<file path="src/rtl/core/ypr_pkg.sv">
// Shared constants, types and helper functions for the YPR telemetry line parser.
// No dependencies; compiled first.
`default_nettype none

package ypr_pkg;

	localparam int MAX_LINE    = 64;
	localparam int FRAC_DIGITS = 3;

	localparam int ANGLE_W    = 32;
	localparam int LINE_CNT_W = $clog2(MAX_LINE + 1);
	localparam int FRAC_W     = (FRAC_DIGITS > 0) ? $clog2(FRAC_DIGITS + 1) : 1;
	localparam int POW_W      = $clog2((10 ** FRAC_DIGITS) + 1);
	localparam int TOK_W      = 3;
	localparam int HDR_W      = 3;

	localparam logic [ANGLE_W-1:0] MAG_CAP = 32'h8000_0000;
	localparam logic [ANGLE_W-1:0] POS_MAX = 32'h7FFF_FFFF;

	localparam logic [7:0] CH_NUL   = 8'h00;
	localparam logic [7:0] CH_NL    = 8'h0A;
	localparam logic [7:0] CH_PLUS  = 8'h2B;
	localparam logic [7:0] CH_COMMA = 8'h2C;
	localparam logic [7:0] CH_MINUS = 8'h2D;
	localparam logic [7:0] CH_DOT   = 8'h2E;
	localparam logic [7:0] CH_0     = 8'h30;
	localparam logic [7:0] CH_9     = 8'h39;
	localparam logic [7:0] CH_EQ    = 8'h3D;

	localparam logic [7:0] HDR_TEXT [4] = '{8'h23, 8'h59, 8'h50, 8'h52};
	localparam logic [HDR_W-1:0] HDR_LEN = 3'd4;

	// Number scanner phases
	localparam logic [1:0] PH_SIGN = 2'd0;
	localparam logic [1:0] PH_INT  = 2'd1;
	localparam logic [1:0] PH_FRAC = 2'd2;
	localparam logic [1:0] PH_STOP = 2'd3;

	typedef struct packed {
		logic [ANGLE_W-1:0] accum;
		logic [FRAC_W-1:0]  frac;
		logic               neg;
	} number_t;

	// Power of ten selected by a small exponent; the running product folds to constants.
	function automatic logic [POW_W-1:0] pow10(input logic [FRAC_W-1:0] k);
		logic [POW_W-1:0] r;
		logic [POW_W-1:0] p;
		r = '0;
		p = POW_W'(1);
		for (int i = 0; i <= FRAC_DIGITS; i++) begin
			if (k == FRAC_W'(i))
				r = p;
			p = POW_W'(p * 10);
		end
		return r;
	endfunction

endpackage

`default_nettype wire

</file>
<file path="src/rtl/core/ypr_byte_if.sv">
// Byte channel interface: valid/ready handshake carrying one received character.
// Depends on nothing.
`default_nettype none

interface ypr_byte_if;
	logic       valid;
	logic       ready;
	logic [7:0] rx_byte;

	modport source (output valid, output rx_byte, input ready);
	modport sink   (input valid, input rx_byte, output ready);
endinterface

`default_nettype wire

</file>
<file path="src/rtl/core/ypr_result_if.sv">
// Result channel interface: valid/ready handshake carrying the parsed angles of one line.
// Depends on ypr_pkg.
`default_nettype none

interface ypr_result_if;
	import ypr_pkg::*;

	logic                      valid;
	logic                      ready;
	logic signed [ANGLE_W-1:0] yaw_milli;
	logic signed [ANGLE_W-1:0] pitch_milli;
	logic signed [ANGLE_W-1:0] roll_milli;
	logic                      header_matched;
	logic [2:0]                updated_mask;

	modport source (output valid, output yaw_milli, output pitch_milli, output roll_milli,
		output header_matched, output updated_mask, input ready);
	modport sink   (input valid, input yaw_milli, input pitch_milli, input roll_milli,
		input header_matched, input updated_mask, output ready);
endinterface

`default_nettype wire

</file>
<file path="src/rtl/core/ypr_value_scale.sv">
// Turns a scanned decimal (magnitude, fraction digit count, sign) into saturated
// fixed point with FRAC_DIGITS fraction digits. Depends on ypr_pkg.
`default_nettype none

module ypr_value_scale (
	input  ypr_pkg::number_t                  num,
	output logic signed [ypr_pkg::ANGLE_W-1:0] value
);
	import ypr_pkg::*;

	localparam int PROD_W = ANGLE_W + POW_W;

	logic [FRAC_W-1:0]  shift_k;
	logic [PROD_W-1:0]  prod;
	logic [ANGLE_W-1:0] mag;

	// Missing fraction digits scale the magnitude up; saturation is monotone,
	// so one multiply and one clamp match repeated multiply-and-clamp.
	assign shift_k = FRAC_W'(FRAC_DIGITS) - num.frac;
	assign prod    = PROD_W'(num.accum) * PROD_W'(pow10(shift_k));
	assign mag     = (prod > PROD_W'(MAG_CAP)) ? MAG_CAP : prod[ANGLE_W-1:0];

	always_comb begin
		if (num.neg)
			value = signed'(ANGLE_W'(0) - mag);
		else if (mag > POS_MAX)
			value = signed'(POS_MAX);
		else
			value = signed'(mag);
	end

endmodule

`default_nettype wire

</file>
<file path="src/rtl/core/ypr_telemetry_line_parser.sv">
// Top level of the YPR telemetry line parser: byte input register, per-byte parse
// update and one-deep result register. Depends on ypr_pkg, ypr_byte_if,
// ypr_result_if and ypr_value_scale.
//
//   channel  | dir | beat contents                                   | per beat
//   ---------+-----+-------------------------------------------------+-----------------
//   rx       | in  | rx_byte                                         | one character
//   angles   | out | yaw/pitch/roll_milli, header_matched, upd. mask | one non-empty line
//
// Throughput is one byte per clock. A byte waits in the input register, where the
// whole parse update is applied; a newline that ends a non-empty line loads the
// result register as it leaves the input register. rx stalls only when a newline
// ending a non-empty line waits in the input register while the result register
// still holds an untaken beat. Reset clears all parse state and the held angles to
// zero; no clearing pass is needed.
`default_nettype none

module ypr_telemetry_line_parser (
	input  wire            clk,
	input  wire            arst_n,
	ypr_byte_if.sink       rx,
	ypr_result_if.source   angles
);
	import ypr_pkg::*;

	// ---------------------------------------------------------------- input stage
	logic       valid_s1;
	logic [7:0] byte_s1;

	// ---------------------------------------------------------------- parse state
	logic [LINE_CNT_W-1:0] line_cnt_q;
	logic [TOK_W-1:0]      tok_q;
	logic                  inside_q;
	logic [HDR_W-1:0]      hdr_prog_q;
	logic                  hdr_fail_q;
	logic                  dead_q;
	logic [ANGLE_W-1:0]    accum_q;
	logic                  neg_q;
	logic [1:0]            phase_q;
	logic [FRAC_W-1:0]     frac_q;
	logic [ANGLE_W-1:0]    angle_q [3];
	logic [2:0]            upd_q;

	// ---------------------------------------------------------------- result register
	logic                      out_valid_q;
	logic signed [ANGLE_W-1:0] yaw_q;
	logic signed [ANGLE_W-1:0] pitch_q;
	logic signed [ANGLE_W-1:0] roll_q;
	logic                      hdr_match_q;
	logic [2:0]                mask_q;

	// ---------------------------------------------------------------- next state
	logic [LINE_CNT_W-1:0] line_cnt_d;
	logic [TOK_W-1:0]      tok_d;
	logic                  inside_d;
	logic [HDR_W-1:0]      hdr_prog_d;
	logic                  hdr_fail_d;
	logic                  dead_d;
	logic [ANGLE_W-1:0]    accum_d;
	logic                  neg_d;
	logic [1:0]            phase_d;
	logic [FRAC_W-1:0]     frac_d;
	logic [ANGLE_W-1:0]    angle_d [3];
	logic [2:0]            upd_d;
	logic [2:0]            mask_d;

	logic                  emit;
	logic                  match_d;
	logic                  end_tok;
	logic                  is_digit;
	logic [ANGLE_W+3:0]    acc_wide;
	logic [ANGLE_W-1:0]    acc_next;
	logic                  advance;
	logic                  fire_s1;

	number_t                   num;
	logic signed [ANGLE_W-1:0] num_value;

	assign num.accum = accum_q;
	assign num.frac  = frac_q;
	assign num.neg   = neg_q;

	ypr_value_scale u_scale (
		.num   (num),
		.value (num_value)
	);

	// Decimal accumulate: accum * 10 + digit, clamped at the magnitude cap.
	assign acc_wide = ((ANGLE_W+4)'(accum_q) << 3) + ((ANGLE_W+4)'(accum_q) << 1)
		+ (ANGLE_W+4)'(byte_s1 - CH_0);
	assign acc_next = (acc_wide > (ANGLE_W+4)'(MAG_CAP)) ? MAG_CAP : acc_wide[ANGLE_W-1:0];
	assign is_digit = (byte_s1 inside {[CH_0:CH_9]});

	// Only a line-ending newline can be held back by a busy result register.
	assign emit    = (byte_s1 == CH_NL) && (line_cnt_q != '0);
	assign advance = !(emit && out_valid_q && !angles.ready);
	assign fire_s1 = valid_s1 && advance;
	assign rx.ready = !valid_s1 || advance;

	always_comb begin
		line_cnt_d = line_cnt_q;
		tok_d      = tok_q;
		inside_d   = inside_q;
		hdr_prog_d = hdr_prog_q;
		hdr_fail_d = hdr_fail_q;
		dead_d     = dead_q;
		accum_d    = accum_q;
		neg_d      = neg_q;
		phase_d    = phase_q;
		frac_d     = frac_q;
		angle_d    = angle_q;
		upd_d      = upd_q;
		end_tok    = 1'b0;
		match_d    = 1'b0;

		// Decide whether this byte closes the current token, then touch the fields.
		if (byte_s1 == CH_NL) begin
			end_tok = emit && !dead_q;
		end else if (line_cnt_q < LINE_CNT_W'(MAX_LINE)) begin
			line_cnt_d = line_cnt_q + 1'b1;
			if (!dead_q) begin
				if (byte_s1 == CH_NUL) begin
					end_tok = 1'b1;
					dead_d  = 1'b1;
				end else if (byte_s1 == CH_EQ || byte_s1 == CH_COMMA) begin
					end_tok = 1'b1;
				end else begin
					inside_d = 1'b1;
					if (tok_q == '0) begin
						if (hdr_prog_q < HDR_LEN && byte_s1 == HDR_TEXT[hdr_prog_q[1:0]])
							hdr_prog_d = hdr_prog_q + 1'b1;
						else
							hdr_fail_d = 1'b1;
					end else if (tok_q <= TOK_W'(3)) begin
						// Number scanner: sign, integer digits, dot, fraction digits.
						if (phase_q == PH_STOP) begin
							phase_d = PH_STOP;
						end else if (phase_q == PH_SIGN
								&& (byte_s1 == CH_PLUS || byte_s1 == CH_MINUS)) begin
							neg_d   = (byte_s1 == CH_MINUS);
							phase_d = PH_INT;
						end else if (is_digit && (phase_q == PH_SIGN || phase_q == PH_INT)) begin
							phase_d = PH_INT;
							accum_d = acc_next;
						end else if (byte_s1 == CH_DOT
								&& (phase_q == PH_SIGN || phase_q == PH_INT)) begin
							phase_d = PH_FRAC;
						end else if (is_digit && phase_q == PH_FRAC) begin
							// Drop fraction digits beyond the kept precision.
							if (frac_q < FRAC_W'(FRAC_DIGITS)) begin
								accum_d = acc_next;
								frac_d  = frac_q + 1'b1;
							end
						end else begin
							phase_d = PH_STOP;
						end
					end
				end
			end
		end

		// Close the token: check the header or store the scanned angle.
		if (end_tok && inside_q) begin
			inside_d = 1'b0;
			case (tok_q)
				TOK_W'(0): begin
					if (hdr_prog_q != HDR_LEN || hdr_fail_q)
						dead_d = 1'b1;
				end
				TOK_W'(1): begin
					angle_d[0] = num_value;
					upd_d[0]   = 1'b1;
				end
				TOK_W'(2): begin
					angle_d[1] = num_value;
					upd_d[1]   = 1'b1;
				end
				TOK_W'(3): begin
					angle_d[2] = num_value;
					upd_d[2]   = 1'b1;
				end
				default: begin
				end
			endcase
			if (tok_q < TOK_W'(4))
				tok_d = tok_q + 1'b1;
			accum_d = '0;
			neg_d   = 1'b0;
			phase_d = PH_SIGN;
			frac_d  = '0;
		end

		match_d = (tok_d != '0) && (hdr_prog_q == HDR_LEN) && !hdr_fail_q;
		// Capture the line's update mask before the per-line state is cleared.
		mask_d  = upd_d;

		// A line-ending newline clears all per-line state as the result register is loaded.
		if (emit) begin
			line_cnt_d = '0;
			tok_d      = '0;
			inside_d   = 1'b0;
			hdr_prog_d = '0;
			hdr_fail_d = 1'b0;
			dead_d     = 1'b0;
			accum_d    = '0;
			neg_d      = 1'b0;
			phase_d    = PH_SIGN;
			frac_d     = '0;
			upd_d      = '0;
		end
	end

	// Input register: take a beat whenever the stage is empty or retiring.
	always_ff @(posedge clk or negedge arst_n) begin
		if (!arst_n) begin
			valid_s1 <= 1'b0;
		end else if (rx.valid && rx.ready) begin
			valid_s1 <= 1'b1;
		end else if (advance) begin
			valid_s1 <= 1'b0;
		end
	end

	always_ff @(posedge clk) begin
		if (rx.valid && rx.ready)
			byte_s1 <= rx.rx_byte;
	end

	// Parse state: advance once per retiring byte.
	always_ff @(posedge clk or negedge arst_n) begin
		if (!arst_n) begin
			line_cnt_q <= '0;
			tok_q      <= '0;
			inside_q   <= 1'b0;
			hdr_prog_q <= '0;
			hdr_fail_q <= 1'b0;
			dead_q     <= 1'b0;
			accum_q    <= '0;
			neg_q      <= 1'b0;
			phase_q    <= PH_SIGN;
			frac_q     <= '0;
			angle_q    <= '{default: '0};
			upd_q      <= '0;
		end else if (fire_s1) begin
			line_cnt_q <= line_cnt_d;
			tok_q      <= tok_d;
			inside_q   <= inside_d;
			hdr_prog_q <= hdr_prog_d;
			hdr_fail_q <= hdr_fail_d;
			dead_q     <= dead_d;
			accum_q    <= accum_d;
			neg_q      <= neg_d;
			phase_q    <= phase_d;
			frac_q     <= frac_d;
			angle_q    <= angle_d;
			upd_q      <= upd_d;
		end
	end

	// Result register: load on a retiring line end, drop when taken.
	always_ff @(posedge clk or negedge arst_n) begin
		if (!arst_n) begin
			out_valid_q <= 1'b0;
		end else if (fire_s1 && emit) begin
			out_valid_q <= 1'b1;
		end else if (angles.ready) begin
			out_valid_q <= 1'b0;
		end
	end

	always_ff @(posedge clk) begin
		if (fire_s1 && emit) begin
			yaw_q       <= signed'(angle_d[0]);
			pitch_q     <= signed'(angle_d[1]);
			roll_q      <= signed'(angle_d[2]);
			hdr_match_q <= match_d;
			mask_q      <= mask_d;
		end
	end

	assign angles.valid          = out_valid_q;
	assign angles.yaw_milli      = yaw_q;
	assign angles.pitch_milli    = pitch_q;
	assign angles.roll_milli     = roll_q;
	assign angles.header_matched = hdr_match_q;
	assign angles.updated_mask   = mask_q;

`ifndef SYNTHESIS
	a_clear_after_line: assert property (@(posedge clk) disable iff (!arst_n)
		fire_s1 && emit |=> line_cnt_q == '0 && upd_q == '0)
		else $error("line state not cleared after line end");

	a_upd_needs_token: assert property (@(posedge clk) disable iff (!arst_n)
		upd_q != '0 |-> tok_q >= TOK_W'(2))
		else $error("angle marked updated before its token closed");

	a_mask_needs_header: assert property (@(posedge clk) disable iff (!arst_n)
		out_valid_q && mask_q != '0 |-> hdr_match_q)
		else $error("angles updated on a line without the header");

	a_token_not_dead: assert property (@(posedge clk) disable iff (!arst_n)
		inside_q |-> !dead_q)
		else $error("open token on an ignored line");

	a_stall_cause: assert property (@(posedge clk) disable iff (!arst_n)
		!rx.ready |-> valid_s1 && emit && out_valid_q && !angles.ready)
		else $error("input stalled without a blocked result");
`endif

endmodule

`default_nettype wire
</file>
<file path="src/flat_wrapper.sv">
// flat-port wrapper written by rule: the top's interface ports become plain ports
module ypr_telemetry_line_parser_flat import ypr_pkg::*;
  (clk, arst_n, rx_valid, rx_rx_byte, rx_ready, angles_valid, angles_yaw_milli, angles_pitch_milli, angles_roll_milli, angles_header_matched, angles_updated_mask, angles_ready);
  ypr_byte_if rx_i ();
  ypr_result_if angles_i ();
  input  wire clk;
  input  wire arst_n;
  input wire logic [$bits(rx_i.valid)-1:0] rx_valid;
  input wire logic [$bits(rx_i.rx_byte)-1:0] rx_rx_byte;
  output wire logic [$bits(rx_i.ready)-1:0] rx_ready;
  output wire logic [$bits(angles_i.valid)-1:0] angles_valid;
  output wire logic [$bits(angles_i.yaw_milli)-1:0] angles_yaw_milli;
  output wire logic [$bits(angles_i.pitch_milli)-1:0] angles_pitch_milli;
  output wire logic [$bits(angles_i.roll_milli)-1:0] angles_roll_milli;
  output wire logic [$bits(angles_i.header_matched)-1:0] angles_header_matched;
  output wire logic [$bits(angles_i.updated_mask)-1:0] angles_updated_mask;
  input wire logic [$bits(angles_i.ready)-1:0] angles_ready;
  assign rx_i.valid = rx_valid;
  assign rx_i.rx_byte = rx_rx_byte;
  assign rx_ready = rx_i.ready;
  assign angles_valid = angles_i.valid;
  assign angles_yaw_milli = angles_i.yaw_milli;
  assign angles_pitch_milli = angles_i.pitch_milli;
  assign angles_roll_milli = angles_i.roll_milli;
  assign angles_header_matched = angles_i.header_matched;
  assign angles_updated_mask = angles_i.updated_mask;
  assign angles_i.ready = angles_ready;
  ypr_telemetry_line_parser u_core (.clk(clk), .arst_n(arst_n), .rx(rx_i), .angles(angles_i));
endmodule
</file>
<file path="config.mk">
export PLATFORM = sky130hd
export DESIGN_NAME = ypr_telemetry_line_parser_flat
export DESIGN_NICKNAME = d
export VERILOG_FILES = /design/src/rtl/core/ypr_pkg.sv /design/src/rtl/core/ypr_byte_if.sv /design/src/rtl/core/ypr_result_if.sv /design/src/rtl/core/ypr_value_scale.sv /design/src/rtl/core/ypr_telemetry_line_parser.sv /design/src/flat_wrapper.sv
export SDC_FILE = /design/constraint.sdc
export NUM_CORES = 1
export LEC_CHECK = 0
export ABC_CLOCK_PERIOD_IN_PS = 11900
export BUFFER_PORTS_ARGS = -buffer_cell sky130_fd_sc_hd__buf_2
export CORE_UTILIZATION = 25
export DETAILED_ROUTE_END_ITERATION = 16
export GPL_TIMING_DRIVEN = 0
export HOLD_SLACK_MARGIN = 0.05
export PLACE_DENSITY = 0.4
export SYNTH_ARGS = -nofsm -noshare
export SYNTH_HDL_FRONTEND = slang
export SYNTH_SLANG_ARGS = --single-unit
export TNS_END_PERCENT = 100
</file>
<file path="constraint.sdc">
create_clock -name clk -period 11.9 [get_ports clk]
set_clock_uncertainty 0.2 [all_clocks]
set_input_delay 0 -clock clk [delete_from_list [all_inputs] [get_ports clk]]
set_output_delay 0 -clock clk [all_outputs]
set_load 0.02 [all_outputs]
</file>
# [Word level (Yosys, flattened, before mapping)]
# Index checks and enable logic that the tools add are counted.
[word_totals] regBits=262 in_bits=12 output_inout_bits=102 wordCells=251
[classes] add_sub_neg=9 mul=1 magnitude_cmp=11 n_eq_ne=35 n_mux=121 bitwise=1 n_reduce_logical=51
[ops] operator="$mux 32" n=22
[ops] operator="$mux 96" n=1
[ops] operator="$mux 2" n=29
[ops] operator="$mux 1" n=47
[ops] operator="$gt 42x32->1 const B" n=1
[ops] operator="$mul 32x10->42" n=1
[ops] operator="$eq 8x6->1 const B" n=5
[ops] operator="$mux 3" n=13
[ops] operator="$add 35x33->36" n=1
[ops] operator="$add 36x36->36" n=1
[ops] operator="$gt 36x32->1 const B" n=1
[ops] operator="$gt 32x31->1 const B" n=1
[ops] operator="$sub 1x32->32 const A" n=1
[ops] operator="$mux 10" n=3
[ops] operator="$ne 3x2->1 const B" n=8
[ops] operator="$mux 7" n=3
[ops] operator="$reduce_bool 3->1" n=6
[ops] operator="$bmux 8 s2" n=1
[ops] operator="$logic_and 1x1->1" n=16
[ops] operator="$mux 8" n=2
[ops] operator="$reduce_and 8->1" n=2
[ops] operator="$reduce_and 14->1" n=1
[ops] operator="$reduce_and 13->1" n=1
[ops] operator="$reduce_and 10->1" n=1
[ops] operator="36 further kinds" n=61

# [Depth between registers and ports, before layout]
# Gate-level depths: netlist (run 1).
[depth] ltp_word=19 ltp_mapped=40 depth_no_buf=33

# [Modules after synthesis]
# A second synthesis (run 1) with hierarchy kept.
[hier_totals] hier_cells=2447 area_unflattened_um2=24612.4
[by_module_without_submodules] mod="ypr_telemetry_line_parser" instances=1 cells_each=1110 area_each_um2=13848.3 seq_area_each_um2=7096.8
[by_module_without_submodules] mod="ypr_value_scale" instances=1 cells_each=1337 area_each_um2=10764.1 seq_area_each_um2=0.0

# [Worst setup path after synthesis (run 1)]
# No wires, ideal clock.
[synth_path] kind="register to register" startpoint="register u_core.frac_q[1]" endpoint="register u_core.roll_q[18], in the netlist u_core.angles.roll_milli[18] (data pin)" setup_ps=153 t_arrival_ps=8942 required_ps=11547 path_slack_ps=2605 stages_incl_launch_ff=38 n_path_buf=8 period_less_slack_ps=9295 path_cell_list="dfrtp_1 clkbuf_1 inv_1 ha_1 clkbuf_1 or2_2 clkbuf_1 clkbuf_1 nand2_1 fa_1 inv_1 fa_1 fa_1 fa_1 inv_1 fa_1 inv_1 ha_1 (+2 left out) buf_2 and2_4 a221o_1 o21a_1 or3_1 a221oi_4 nand3_2 o31a_1 nor2_4 nand3_1 ha_1 clkbuf_1 nand2_1 clkbuf_1 nor2_1 a221oi_1 nand3_1 o21ai_0"
[synth_rtl] item="start: declaration" line_no="ypr_telemetry_line_parser.sv:40" rtl="logic [FRAC_W-1:0] frac_q;"
[synth_rtl] item="start signal: assignment" line_no="ypr_telemetry_line_parser.sv:254" rtl="frac_q <= frac_d;"
[synth_rtl] item="end signal: assignment" line_no="ypr_telemetry_line_parser.sv:275" rtl="roll_q <= signed'(angle_d[2]);"
[synth_rtl] item="end: declaration" line_no="ypr_telemetry_line_parser.sv:48" rtl="logic signed [ANGLE_W-1:0] roll_q;"

==> results of run 1 <==
[metrics by stage]
stage | hold WS [ns] | total power [mW]
after floorplan | -0.496 | 1.17
after global placement | -0.0185 | 1.27
after detailed placement | -0.257 | 1.28
after CTS | 0.0512 | 2.26
after global routing | 0.109 | 2.32
final | 0.0727 | 2.22
[state kept, by name, summed over array words and instances, names as in the netlist, 7 cells and up]
name	count
u_core.angles.roll_milli	32
u_core.line_cnt_q	7
u_core.angle_q	96
u_core.byte_s1	8
u_core.accum_q	32
u_core.angles.pitch_milli	32
u_core.angles.yaw_milli	32
[area by class of cell]
class / count / share of cell area
Multi-Input combinational cell: 2001 / 0.575
Clock inverter: 19 / 0.00679
Sequential cell: 262 / 0.247
Clock buffer: 39 / 0.0291
Tap cell: 1287 / 0.0560
Timing Repair Buffer: 142 / 0.0321
Inverter: 271 / 0.0354
Buffer: 133 / 0.0188
[cells in the final DEF, fill, tap and decap left out, types with 9 or more instances in the layout]
cell / n
nand3_1: 52
a31oi_1: 37
clkbuf_16: 31
nand2_1: 359
inv_1: 271
a211oi_1: 11
nand2b_1: 22
and4_1: 14
o21bai_1: 10
or3_1: 16
clkbuf_2: 11
o21a_1: 17
ha_1: 163
o21ai_0: 153
buf_2: 128
nor2_1: 141
nor3_1: 38
clkbuf_1: 107
o211ai_1: 13
and3_1: 17
nor2b_1: 30
a21oi_1: 107
nand4_1: 31
xnor2_1: 34
xor2_1: 46
a21o_1: 40
fa_1: 220
o21ai_1: 17
edfxtp_1: 108
dfrtp_1: 154
dlygate4sd3_1: 22
and2_1: 56
o31ai_1: 41
mux2_2: 106
a21boi_0: 14
nor4_1: 9
[worst min-delay path by stage]
stage | startpoint | cells after the start | slack (ns) | endpoint
detailed placement | arst_n | 1 | -0.26 | u_core.angle_q[82]
finish | angles_ready | 4 | 0.07 | u_core.angles.valid
global route | angles_ready | 4 | 0.11 | u_core.angles.valid
floorplan | arst_n | 0 | -0.50 | u_core.accum_q[0]
global placement | rx_rx_byte[7] | 1 | -0.02 | u_core.byte_s1[7]
CTS | angles_ready | 4 | 0.05 | u_core.angles.valid
[metal layers]
metal | vias up | part of all wire | GRT usage
met5 | - | 0 | 0
met4 | 0 | 0.016 | 0.0256
met3 | 62 | 0.030 | 0.0138
met2 | 349 | 0.48 | 0.263
met1 | 9925 | 0.47 | 0.203
li1 | 9607 | - | -
[critical path, delay by kind of cell (launching register included)]
family | cells | cell delay [ns]
fa+ha+maj | 8 | 3.64
simple gates | 11 | 2.34
compound gates | 6 | 2.27
buf+inv | 11 | 2.11
flops | 1 | 0.52
[power breakdown]
part / switching, mW / leakage [nW] / total [mW] / internal, mW
clock network: 0.395 / 0.511 / 0.960 / 0.565
registers: 0.0157 / 3.20 / 0.967 / 0.952
logic: 0.196 / 9.96 / 0.295 / 0.0988
total: 0.607 / 13.7 / 2.22 / 1.61
[cell families (layout without fill, tap and decap cells)]
group	after synthesis	in the layout	share of synthesized area
AND/OR/NAND/NOR	828	828	0.157
multiplexers	113	113	0.0504
flip-flops	262	262	0.283
XOR/XNOR	80	80	0.0279
adder cells (fa/ha/maj)	387	387	0.259
AO/OA/AOI/OAI	593	593	0.161
buffers and inverters	405	604	0.0615
[timing repair]
action | CTS | global route
hold endpoints to repair | 172 | 0
gates cloned | 0 | 0
endpoints found under the setup margin | 90 | 73
resized for setup | 13 | 25
hold buffers | 23 | 0
[Yosys cell counts, types with 5 or more instances]
library cell    n
and4_1         14
xor2_1         46
o31ai_1        42
a31oi_1        37
xnor2_1        34
o2111ai_1       6
o21ai_0       156
inv_1         271
o21bai_1       10
o21a_1         17
a31o_2          6
a311oi_1        6
o211ai_1       13
nand2b_1       22
mux2i_1         7
and2_1         56
o2111a_1        5
fa_1          220
edfxtp_1      108
a2bb2oi_2       8
buf_2          15
dfrtp_1       154
or2_2           8
and3_1         17
a21oi_1       110
nor3_1         40
ha_1          165
a21boi_0       14
a21o_1         40
a211o_1         8
nand3_1        52
a221o_1         5
o221ai_1        5
or3_1          16
mux2_2        106
a211oi_1       15
a221oi_1        5
o21ai_1        14
clkbuf_1      113
nor2b_1        30
nand2_1       359
nand4_1        31
nor4_1         10
nor2_1        142
==> results.toml, run 1 <==
[synth]
yosysSeqAreaShare = 0.283
synth.area.top_cells = "fa_1, dfrtp_1, edfxtp_1"
async_reset_ff_frac = 0.588
yosysTopAreaCell = "fa_1"
netlist_area_sq_um = 25100
synthFlopType = "dfrtp_1"
ys_ff_latch = 262
syn_nets = 3065
netlist_instances = 2668
synth_top_area_frac = 0.176
synth.distinct_cells = 100
synth-edff-count = 108
ys_warn_count = 0
synth.avg_cell_area_sq_um = 9.40

[die]
boundaryPins = 114
coreArea_sq_um = 98900
fp.dieArea_sq_um = 102000
die_w_microns = 319
num_rows = 115
start_util = 0.254
dieHeight_microns = 319

[grt]
grt-ovfl-total = 0
grt_pass1_vias = 20800
grt_max_degree = 109
grt_use_total = 0.151
antenna_found_initial = 2
grt_pass1_wl_microns = 122000

[clocking]
tritoncts = "yes"
clock_path_buffers = 3
root_buffer = "clkbuf_16"
cts_buffers = 31
cts_sinks = 262
cts_setup_buffers = 0
clk_pin_slew_worst_paths_ns = 0.06
htreeDepth = 1
clock_latency_ns = 0.59

[worst_setup_path]
crit_fanout = 10
r2r_slack_ns = 0.53
critPathMaxStageDelay_ns = 0.69
rr_startpoint = "u_core.frac_q[1]"
r2r.worst_path.cells = 36
endpoint = "u_core.angles.roll_milli[18]"
worstPathArrival_ns = 11.55
crit_path_frequent_cell = "fa_1"
endpoint_kind = "flip-flop"
cp-start-kind = "flip-flop"
crit_required_ns = 12.08
slowest_stage = "a221oi_2"
crit_start = "u_core.frac_q[1]"
r2r_end = "u_core.angles.roll_milli[18]"
worstSetupPathType = "flip-flop to flip-flop"

[place]
pre_cts_slack_ns = -1.04
port_buffers = 113
dp_cells = 4074
place.gp.congestion = 0.830
placed_area_sq_um = 27400
dp_hpwl_microns = 63300

[detailed_routing]
dr.pass1.iters = 5
wl_per_cell_microns = 18.6
vias = 19900
drc = 0
routed_via_density = 4.80
wl_microns = 77400
detail_route.iter0.violations = 1252
drtAntennaViolNets = 0

[timing]
setup_tns_ns = 0
timing.slew.headroom = 0.231
min_period_ns = 11.37
rsz0062_at_grt = "no"
drv_slew = 0
timing.final.crit_share = 0.955
finalSetupViolCount = 0
layout_setup_ws_ns = 0.531
final-hold-violation-count = 0
tightest_slew_ns = 1.14
max_freq_ghz = 0.0880

[final_layout]
area_delta_synth_final_pct = 14.6
multi_input_area_sq_um = 16500
fillers = 10500
fin_util = 0.291
num_antenna_cells = 0
stdcell_count = 4154
final_net_count = 3239
design_area_sq_um = 28800
regArea_sq_um = 7100
drive_above_1_share = 0.130

[power_and_ir_drop]
power.density_nw_per_um2 = 77.3
ir_drop_mv = 0.0866
leakagePower_nw = 13.7

[worst_hold_path]
hold_path.class = "input port to flip-flop"

[status]
status = "finished clean"

[job]
maxCapViolCount = 0
(Power assumes the default switching activity.)
==> run 2: changes to the inputs <==
PLACE_DENSITY = default   (was 0.4)
==> results.toml, run 2 (same netlist as run 1, synthesis figures left out) <==
[final_layout]
regArea_sq_um = 7100
top_register = "u_core.angle_q"
largest_reg_flops = 96
layout_common_cells = "nand2_1, inv_1, fa_1"
fillers = 10400
multi_input_area_sq_um = 16500
stdcell_count = 4146
final_net_count = 3234
fin_util = 0.290
area_delta_synth_final_pct = 14.2
drive_above_1_share = 0.124
layout_commonest_cell = "nand2_1"

[worst_setup_path]
critPathMaxStageDelay_ns = 0.58
endpoint_kind = "flip-flop"
crit_required_ns = 12.10
worstPathArrival_ns = 11.39
cp-start-kind = "flip-flop"
slowest_stage = "or4_4"
crit_path_frequent_cell = "fa_1"
crit_buf_inv = 10
worstSetupPathType = "flip-flop to flip-flop"
crit_family = "adder cells"
crit_fanout = 10

[timing]
min_period_ns = 11.19
max_freq_ghz = 0.0894
finalSetupViolCount = 0
layout_setup_ws_ns = 0.712
tightest_slew_ns = 0.953
final-hold-violation-count = 0
timing.slew.headroom = 0.358
drv_slew = 0
holdWs_ns = 0.102
timing.final.crit_share = 0.940
rsz0062_at_grt = "no"

[grt]
antenna_found_initial = 1
grt-ovfl-total = 0
grt_pass1_vias = 19800
grt_pass1_wl_microns = 110000
grt_use_total = 0.133
grt_max_degree = 115

[clocking]
clock_path_buffers = 3
clk_pin_slew_worst_paths_ns = 0.06
tritoncts = "yes"
clock_latency_ns = 0.58
htreeDepth = 1
cts_buffers = 27
cts_setup_buffers = 0
cts_sinks = 262
root_buffer = "clkbuf_16"

[place]
dp_cells = 4073
port_buffers = 113
pre_cts_slack_ns = -0.261
dp_hpwl_microns = 54900
place.gp.congestion = 0.919

[die]
dieHeight_microns = 319
fp.dieArea_sq_um = 102000
boundaryPins = 114
num_rows = 115
start_util = 0.254
coreArea_sq_um = 98900
die_w_microns = 319

[power_and_ir_drop]
combPwrFrac = 0.133
clkPwrFrac = 0.420
p_seq_frac = 0.447
power.density_nw_per_um2 = 75.5
ir_drop_mv = 0.0863
leakagePower_nw = 13.6
power.internal_mw = 1.58
power_switching_mw = 0.578
power.share.switching = 0.268

[detailed_routing]
drtAntennaViolNets = 0
wl_per_cell_microns = 16.5
wl_microns = 68500
dr.pass1.iters = 6
vias = 20000
detail_route.iter0.violations = 1403
drc = 0
routed_via_density = 4.83

[status]
status = "finished clean"

[job]
maxCapViolCount = 0

[worst_hold_path]
hold_path.class = "input port to flip-flop"
[run 2: changes by cell type in the layout (fill, tap and decap cells not counted), moves of 2 or more]
cell       delta
clkinv_2      -6
clkbuf_16     -4
inv_6         -3
a21oi_2       -2
clkbuf_1      +6
clkbuf_2      -4
a21oi_1       +2
[run 2: through the flow]
stage | total power, mW | area (sq um) | TNS [ns]
2_1_floorplan | 1.17 | 25100 | 0
3_3_place_gp | 1.25 | 27300 | -9.14
3_5_place_dp | 1.26 | 27400 | -0.769
4_1_cts | 2.18 | 28600 | 0
5_1_grt | 2.24 | 28600 | 0
6_report | 2.16 | 28600 | 0
[run 2: power by group through the flow]
stage / Combinational, mW / Sequential, mW / Clock [mW]
finish: 0.287 / 0.967 / 0.908
CTS: 0.284 / 0.967 / 0.925
detailed placement: 0.276 / 0.984 / 0
floorplan: 0.186 / 0.980 / 0
global placement: 0.269 / 0.984 / 0
global route: 0.316 / 0.968 / 0.959
[run 2: final cells by class]
type                       instances  area share
timing repair buffer             141      0.0316
sequential                       262       0.248
tap                             1287      0.0562
inverter                         271      0.0355
clock buffer                      38      0.0264
buffer                           133      0.0187
antenna                            1   0.0000874
clock inverter                    12     0.00647
multi-input combinational       2001       0.577
[run 2: worst paths after layout]
path / startpoint / end / slack, ns / cells past startpoint
max: u_core.frac_q[1] / u_core.angles.yaw_milli[12] / 0.71 / 34
min: angles_ready / u_core.angles.valid / 0.10 / 4
max reg2reg: u_core.frac_q[1] / u_core.angles.yaw_milli[12] / 0.71 / 34
min reg2reg: u_core.inside_q / u_core.inside_q / 0.28 / 2
max in group asynchronous: arst_n / u_core.accum_q[23] / 10.49 / 4
min in group asynchronous: arst_n / u_core.angle_q[72] / 0.36 / 4
[run 2: timing repair]
action	4_1_cts	5_1_grt
gates resized for setup	1	28
setup endpoints to repair	10	90
hold buffers	23	0
gates cloned	0	0
hold endpoints to repair	172	0
[run 2: routing by layer]
layer  share of wire  vias up  routed length (microns)  GRT usage
met5               0        -                        0          0
met4           0.025        0                     1710     0.0352
met3           0.047       96                     3200     0.0154
met2            0.46      531                    31700      0.217
met1            0.47     9789                    31900      0.184
li1                -     9609                        -          -
[run 2: worst register-to-register path: cells and delay by family, from the launching register on]
family / cells / cell delay [ns]
adder cells (fa/ha/maj): 8 / 3.26
AND/OR/NAND/NOR: 11 / 2.85
buffers and inverters: 10 / 2.82
AO/OA/AOI/OAI: 4 / 1.24
flip-flops: 1 / 0.50
XOR/XNOR: 1 / 0.13
==> run 3: changes to the inputs <==
==> constraint.sdc (replaced) <==
create_clock -name clk -period 11.9 [get_ports clk]
set_clock_uncertainty 0.2 [all_clocks]
set_input_delay 2.38 -clock clk [delete_from_list [all_inputs] [get_ports clk]]
set_output_delay 2.38 -clock clk [all_outputs]
set_load 0.02 [all_outputs]
==> results.toml, run 3 (same netlist as run 1, synthesis figures left out) <==
[status]
status = "finished clean"

[clocking]
ctsHoldBuffers = 0
clock_latency_ns = 0.58
root_buffer = "clkbuf_16"
clock_path_buffers = 3
cts_buffers = 27
clk_pin_slew_worst_paths_ns = 0.06
cts_setup_buffers = 0
tritoncts = "yes"
cts_sinks = 262
htreeDepth = 1

[worst_setup_path]
critPathMaxStageDelay_ns = 0.56
crit_fanout = 10
r2r.worst_path.cells = 35
cp-start-kind = "flip-flop"
crit_required_ns = 12.02
worstSetupPathType = "flip-flop to flip-flop"
worstPathArrival_ns = 11.32
slowest_stage = "fa_1"
endpoint_kind = "flip-flop"

[job]
maxCapViolCount = 0

[place]
place.gp.congestion = 0.919
dp_hpwl_microns = 54900
port_buffers = 113

[grt]
grt-ovfl-total = 0
grt_max_degree = 115
grt_pass1_wl_microns = 110000
antenna_found_initial = 2
grt_pass1_vias = 19700
grt_use_total = 0.132

[detailed_routing]
dr_wl_met2_microns = 31400
dr.pass1.iters = 5
drtAntennaViolNets = 0
wl_microns = 68400
detail_route.iter0.violations = 1492
routed_via_density = 4.83
route.layer.met1.wl_microns = 31900
wl_per_cell_microns = 16.6
top_layer = "met5"
vias = 19900
wl_met3_microns = 3190
drc = 0

[final_layout]
final_net_count = 3211
layout_commonest_cell = "nand2_1"
layout_common_cells = "nand2_1, inv_1, fa_1"
fillers = 10400
drive_above_1_share = 0.125
largest_reg_flops = 96
top_register = "u_core.angle_q"
num_antenna_cells = 0
fin_util = 0.287
area_delta_synth_final_pct = 13.2

[timing]
timing.slew.headroom = 0.351
max_freq_ghz = 0.0892
timing.final.crit_share = 0.942
rsz0062_at_grt = "no"
drv_slew = 0
tightest_slew_ns = 0.963
finalSetupViolCount = 0
min_period_ns = 11.21
setup_tns_ns = 0
final-hold-violation-count = 0

[power_and_ir_drop]
ir_drop_mv = 0.0863
leakagePower_nw = 13.5
power.total_mw = 2.15
power.density_nw_per_um2 = 75.8

[die]
coreArea_sq_um = 98900
die_w_microns = 319
fp.dieArea_sq_um = 102000
dieHeight_microns = 319
num_rows = 115
start_util = 0.254
boundaryPins = 114

[worst_hold_path]
holdPathStages = 2
hold_path.class = "flip-flop to flip-flop"
-- run 3: per-stage QoR --
stage               cell area, sq um  setup WS [ns]  instances  hold slack [ns]
floorplan                      25100           2.60       2668            0.243
finish                         28400          0.693       4122            0.275
CTS                            28300         0.0226       4122            0.279
global placement               27300         -0.612       4068            0.258
global route                   28400         0.0969       4122            0.294
detailed placement             27400         -0.261       4073            0.265
-- run 3: what timing repair did --
item / in CTS / in global routing
endpoints found under the setup margin: 10 / 90
gates cloned: 0 / 0
hold endpoints to repair: 0 / 0
resized for setup: 1 / 28
-- run 3: power by group --
group          internal, mW  switching (mW)  leakage (nW)
combinational        0.0924           0.187          9.83
sequential            0.951          0.0156          3.20
clock                 0.534           0.374         0.457
-- run 3: layer usage --
| metal | up-vias | GRT usage |
|---|---|---|
| li1 | 9564 | - |
| met1 | 9749 | 0.184 |
| met2 | 506 | 0.215 |
| met3 | 96 | 0.0163 |
| met4 | 4 | 0.0368 |
| met5 | - | 0 |
-- run 3: area by class of cell --
class	instances	area (sq um)	area share
buffer	133	534	0.0188
clock buffer	38	757	0.0267
clock inverter	12	185	0.00652
inverter	271	1020	0.0358
multi-input combinational	2001	16500	0.582
sequential	262	7100	0.250
tap	1287	1610	0.0567
timing repair buffer	118	664	0.0234
-- run 3: path summary, 6_finish.rpt --
kind	from	to	slack, ns
setup / recovery	u_core.frac_q[1]	u_core.angles.roll_milli[22]	0.69
hold / removal	u_core.angle_q[40]	u_core.angle_q[40]	0.28
setup reg to reg	u_core.frac_q[1]	u_core.angles.roll_milli[22]	0.69
hold reg to reg	u_core.angle_q[40]	u_core.angle_q[40]	0.28
max in group asynchronous	arst_n	u_core.accum_q[23]	9.05
min in group asynchronous	arst_n	u_core.angle_q[72]	1.47
-- run 3: critical path, delay by kind of cell (launching register included) --
| family | cells | cell delay (ns) |
|---|---|---|
| AOI/OAI and AO/OA | 6 | 2.15 |
| adders and majority gates | 8 | 3.45 |
| buffers and inverters | 11 | 2.35 |
| DFF | 1 | 0.50 |
| muxes | 1 | 0.32 |
| and+or+nand+nor | 9 | 1.95 |
